File: src/hw/rtl/swev_pkg.sv
// ----------------------------------------------------------------------------
// swev_pkg
// Types and constants shared by the spill window event veto block.
// ----------------------------------------------------------------------------
package swev_pkg;

  // Item action codes.
  localparam logic [1:0] ACT_LOAD   = 2'd0;
  localparam logic [1:0] ACT_MARKER = 2'd1;
  localparam logic [1:0] ACT_CLOSE  = 2'd2;

  // Verdict codes.
  localparam logic [1:0] VERDICT_NO_SPILL   = 2'd0;
  localparam logic [1:0] VERDICT_CLEAR      = 2'd1;
  localparam logic [1:0] VERDICT_VETOED     = 2'd2;
  localparam logic [1:0] VERDICT_NO_MARKERS = 2'd3;

  // Configuration register indexes.
  localparam logic CFG_BUFFER_BEFORE = 1'b0;
  localparam logic CFG_BUFFER_AFTER  = 1'b1;

  // One 50 us microblock and one 10 us spill, in 1/64 us ticks.
  localparam logic [63:0] MICROBLOCK_TICKS = 64'd3200;
  localparam logic [63:0] SPILL_LEN_TICKS  = 64'd640;

  typedef struct packed {
    logic [1:0]  action;
    logic [63:0] time_value;
  } item_t;

  typedef struct packed {
    logic       keep_event;
    logic [1:0] verdict;
    logic       spill_table_overflow;
  } result_t;

  // Widened bounds of the open event.
  typedef struct packed {
    logic        marker_seen;
    logic [63:0] start_buf;
    logic [63:0] end_buf;
  } evt_bounds_t;

  typedef enum logic [1:0] {
    ST_IDLE,
    ST_SCAN,
    ST_DECIDE
  } swev_state_t;

endpackage

File: src/hw/rtl/swev_event_track.sv
// ----------------------------------------------------------------------------
// swev_event_track
// Tracks the minimum and maximum marker of the open event and forms the
// widened event bounds.
// ----------------------------------------------------------------------------
module swev_event_track
  import swev_pkg::*;
(
  input  logic        clk,
  input  logic        rst,
  input  logic        mark_en,
  input  logic [63:0] mark_time,
  input  logic        clear,
  input  logic [31:0] buffer_before_ticks,
  input  logic [31:0] buffer_after_ticks,
  output evt_bounds_t bounds
);

  logic [63:0] min_time;
  logic [63:0] max_time;
  logic        marker_seen;

  // Marker extremes; a close returns them to their reset values.
  always_ff @(posedge clk) begin
    if (rst || clear) begin
      min_time    <= '1;
      max_time    <= '0;
      marker_seen <= 1'b0;
    end else if (mark_en) begin
      if (mark_time < min_time) begin
        min_time <= mark_time;
      end
      if (mark_time > max_time) begin
        max_time <= mark_time;
      end
      marker_seen <= 1'b1;
    end
  end

  // Widened bounds, both wrapping modulo 2^64.
  always_comb begin
    bounds.marker_seen = marker_seen;
    bounds.start_buf   = min_time - {32'd0, buffer_before_ticks};
    bounds.end_buf     = max_time + MICROBLOCK_TICKS + {32'd0, buffer_after_ticks};
  end

endmodule

File: config.mk
export PLATFORM = sky130hd
export DESIGN_NAME = swev_event_track
export DESIGN_NICKNAME = d
export VERILOG_FILES = /design/src/hw/rtl/swev_pkg.sv /design/src/hw/rtl/swev_event_track.sv
export SDC_FILE = /design/constraint.sdc
export NUM_CORES = 1
export LEC_CHECK = 0
export ABC_AREA = 1
export BUFFER_PORTS_ARGS = -buffer_cell sky130_fd_sc_hd__buf_2
export CORE_MARGIN = 5
export CORE_UTILIZATION = 53
export DETAILED_ROUTE_END_ITERATION = 10
export PLACE_DENSITY_LB_ADDON = 0.1
export SETUP_SLACK_MARGIN = 0.2
export SLEW_MARGIN = 20
export SYNTH_ARGS = -nofsm -noshare
export SYNTH_HDL_FRONTEND = slang
export SYNTH_SLANG_ARGS = --single-unit
File: constraint.sdc
create_clock -name clk -period 2.3 [get_ports clk]
set_input_delay 0.23 -clock clk [delete_from_list [all_inputs] [get_ports clk]]
set_output_delay 0.23 -clock clk [all_outputs]
set_load 0.05 [all_outputs]
==> out/metrics.cfg, run 1 <==
[yosys]
synth-edff-count=0
syn_avg_cell_area_um2=6.04
async_reset_ff_share_pct=0
synthCells=2608
synth_compound_area_share_pct=12.0
muxShareOfSynthArea_pct=0
syn_area_um2=15800
synthXorXnorAreaFrac_pct=4.50
ys_seq_area_share_pct=16.4
synth_top_family_by_area=simple AND/OR/NAND/NOR gates
yosysWarnings=0
synth_top_flop_cell=dfxtp_1
synthesis.nets=2965
ys_seq_elements=129
synthAdderAreaFrac_pct=18.0
synth-simple-area-share_pct=35.3
synth_cell_types=41

[floorplan]
ioPinCount=261
die_h_um=182
start_util_pct=53.4
rows=63
die_x_um=182

[clock_tree]
htreeDepth=4
cts_setup_buffers=69
cts_root_buffer=clkbuf_16
postCtsHoldBufs=1
cts_buffers=17
cts.sinks=129
cts_max_path_buffers=2
cts_resized=924

[outcome]
status=aborted with a tool error
stop_stage=4_1_cts
firstError=[ERROR DPL-0033] detailed placement checks failed during check placement.

[placement]
placed_area_um2=24200
dp_hpwl_mm=56.0
gp_congestion=1.04
portBuffers=260

==> cells by family after synthesis <==
kind of cell,count (synthesis)
xor gates and xnor gates,81
adders and majority gates,225
buffers and inverters,512
AOI/OAI and AO/OA,347
and+or+nand+nor,1314
DFF,129
==> synth_stat cells (3+ instances only) <==
cell type	count	area (um^2)
a31oi_1	6	37.5
o21ai_2	3	26.3
dfxtp_1	129	2580
xor2_1	73	639
nand2_1	593	2230
nand4_1	39	244
nor2_1	318	1190
nor4_1	11	68.8
o21ai_1	7	35.0
a21oi_2	10	87.6
buf_2	16	80.1
nor2_2	5	31.3
buf_4	19	143
clkbuf_1	7	26.3
a21o_1	6	45.0
o21bai_1	8	60.1
nand3_1	290	1450
ha_1	223	2790
a21oi_1	208	1040
nor3_2	6	60.1
xnor2_1	8	70.1
a21boi_0	6	45.0
nor3_1	34	170
o21ai_0	77	385
inv_1	447	1680
nand3b_1	4	30.0
buf_6	21	236
o21a_1	11	82.6
and3_1	4	25.0
==> metrics by stage <==
stage / utilization, % / setup TNS [ns] / cells / hold slack, ns / setup WS [ns]
after floorplan: - / -2.36 / 2608 / 0.340 / -0.143
after global placement: 82.1 / -24.25 / 3672 / 0.438 / -0.429
after detailed placement: 82.1 / -37.62 / 3672 / 0.448 / -0.445
==> run 2, diff against run 1 <==
--- a/config.mk
+++ b/config.mk
@@ -8,10 +8,9 @@
 export ABC_AREA = 1
 export BUFFER_PORTS_ARGS = -buffer_cell sky130_fd_sc_hd__buf_2
 export CORE_MARGIN = 5
-export CORE_UTILIZATION = 53
+export CORE_UTILIZATION = 40
 export DETAILED_ROUTE_END_ITERATION = 10
-export PLACE_DENSITY_LB_ADDON = 0.1
-export SETUP_SLACK_MARGIN = 0.2
+export PLACE_DENSITY_LB_ADDON = 0.15
 export SLEW_MARGIN = 20
 export SYNTH_ARGS = -nofsm -noshare
 export SYNTH_HDL_FRONTEND = slang
==> constraint.sdc (replaced) <==
create_clock -name clk -period 3 [get_ports clk]
set_input_delay 0.3 -clock clk [delete_from_list [all_inputs] [get_ports clk]]
set_output_delay 0.3 -clock clk [all_outputs]
set_load 0.05 [all_outputs]
==> run 2 against run 1 <==
Net effect: the flow now finishes, with violations (negative setup slack); area after synthesis stayed put; synthesized cell count unchanged.
==> out/metrics.cfg, run 2 <==
[layout]
area_delta_synth_final_pct=49.2
multi_input_area_um2=13900
layout_commonest_cell=nand2_1
num-fill-cells=3608
finalNetCount=3426
regArea_um2=2680
drive_above_1_share_pct=34.5
fin_util_pct=60.5
layout_common_cells=467 x nand2_1, 419 x inv_1, 266 x nand3_1, 252 x nor2_1, 251 x buf_4
reg.largest.list=max_time (64), min_time (64), marker_seen (1)

[clock_tree]
cts_buffers=17
cts_max_path_buffers=2
clkTransAtPathRegs_ns=0.06
clk_latency_ns=0.44
cts_root_buffer=clkbuf_16
htreeDepth=4
cts.sinks=129
cts_tree=built

[sta]
period_needed_ns=3.15
rsz0062_at_grt=true
hold_viol=0
setup_viol=36
fin_skew_ns=0.0133
holdWs_ns=0.0795
fin_crit_sh_pct=105
worstMarginPinSlew_ns=0.954
max_slew_margin_pct=36.3
fin_ws_ns=-0.152
slew_violations=0
fmaxAchievable_mhz=317

[grt]
grt.met3_usage_pct=3.24
grt_pass1_wl_mm=99.4
grt_usage_pct=28.6
grt.overflow.total=0
grt_busiest_layer=met2
antenna_found_initial=11
grt_pass1_vias=18243
grt_use_met2_pct=47.1
grt_use_met1_pct=38.3
grt_max_degree=65

[yosys]
ys_seq_area_share_pct=16.4
synth_top_flop_cell=dfxtp_1
yosysWarnings=0
ys_seq_elements=129
synthesis.nets=2965
synth.area.top_cells=ha_1 18%, dfxtp_1 16%, nand2_1 14%
syn_area_um2=15800
yosysTopAreaCell=ha_1
yosysMostFrequentCell=nand2_1
synth_cell_types=41
yosys.area.top_type_share_pct=17.7
syn_avg_cell_area_um2=6.04
synthCells=2608
async_reset_ff_share_pct=0
ys_top_cells_by_count=593 x nand2_1, 447 x inv_1, 318 x nor2_1, 290 x nand3_1, 223 x ha_1
synth-edff-count=0

[critical_path]
start_kind=flip-flop
reg2reg_from=min_time[41]
required_ns=2.70
startpoint=max_time[11]
rrSetupSlack_ns=0.22
critPathCaptureType=primary output
critical_path_depth=13
cpLargestDelayFamily=compound AO/OA/AOI/OAI gates
crit_path_cell_trace=inv_4 > ha_4 > inv_2 > ha_4 > a21oi_4 > o21ai_4 > a21oi_2 > buf_4 > o21ai_2 > a21oi_1 > nand2_2 > xor2_2 > buf_6
crit_buf_inv=4
cp_common_cell=ha_4
r2r_cells=12
cp_max_fo=4
worstSetupEndpoint=bounds[40]
cp.arrival_ns=2.85
critPathKind=reg2out
cp_slowest_cell=dfxtp_2
worstReg2RegEnd=min_time[7]
cpPeakStageDelay_ns=0.35

[drt]
num_vias=18945
dr.pass1.iters=5
via_per_inst=5.25
wire_per_inst_um=18.6
drt-total-wl_mm=67.1
drc=0
drt_iter0_drc=1172
antenna_left=0

[placement]
dp_hpwl_mm=52.0
gp_congestion=0.977
place_ws_ns=-0.187
portBuffers=260

[floorplan]
die_h_um=208
core_um2=38800
ioPinCount=261
start_util_pct=40.6
rows=72
fp.dieArea_um2=43400
die_x_um=208

[worst_hold_path]
hold_path_class=in2reg
min_from=mark_en

[job]
max_cap_violations=0

[power]
p_leak_uw=0.0110
finalPower_uw=8540
ir_drop_v=0.000341
p_per_area_nw_per_um2=364

[outcome]
status=finished with violations
violations=negative setup slack

[run 2: worst min-delay path by stage]
stage	endpoint	slack [ns]	cells past startpoint
global placement	min_time[63]	0.44	2
floorplan	marker_seen	0.41	1
CTS	marker_seen	0.06	2
global route	marker_seen	0.09	2
detailed placement	min_time[63]	0.44	2
finish	marker_seen	0.08	2
[run 2: per-layer routing]
| metal | wire (um) | share of wire, % |
|---|---|---|
| met5 | 0 | 0 |
| met4 | 2770 | 4.1 |
| met3 | 3480 | 5.2 |
| met2 | 30800 | 46 |
| met1 | 30000 | 45 |
[run 2: cell type report]
class                   instances  area share (%)
diodes                         11           0.117
clock buffers                  18            1.87
clock inverters                14            1.00
inverters                     449            7.21
multi-input cells            1968            59.2
flip-flops and latches        129            11.4
well taps                     518            2.76
repair buffers                504            16.4
[run 2: kinds of logic after synthesis]
family                     synth area share, %
xor gates and xnor gates                  4.50
AOI/OAI and AO/OA                         12.0
and+or+nand+nor                           35.3
DFF                                       16.4
adders and majority gates                 18.0
buffers and inverters                     13.8
[run 2: power by group]
part / leakage [uW] / total (uW) / internal (uW) / switching, uW
sequential: 0.00107 / 1910 / 1800 / 115
clock: 0.000322 / 2430 / 1580 / 854
combinational: 0.00961 / 4200 / 1560 / 2640
[run 2: timing repair]
action                                 in CTS  in global routing
hold buffers                                0                  0
gates resized for setup                   485                346
pin swaps                                  92                104
gates cloned                                0                  1
endpoints found under the hold margin       0                  0
setup endpoints to repair                  99                160
setup buffers                              45                 32
[run 2: through the flow]
step	setup TNS [ns]	cells	cell area, um^2
2_1_floorplan	0	2608	15800
3_3_place_gp	-0.963	3490	18800
3_5_place_dp	-0.950	3490	18800
4_1_cts	-1.38	3567	21800
5_1_grt	-6.21	3611	23500
6_report	-1.81	3611	23500
No activity file was read; power rests on OpenSTA's default activity.
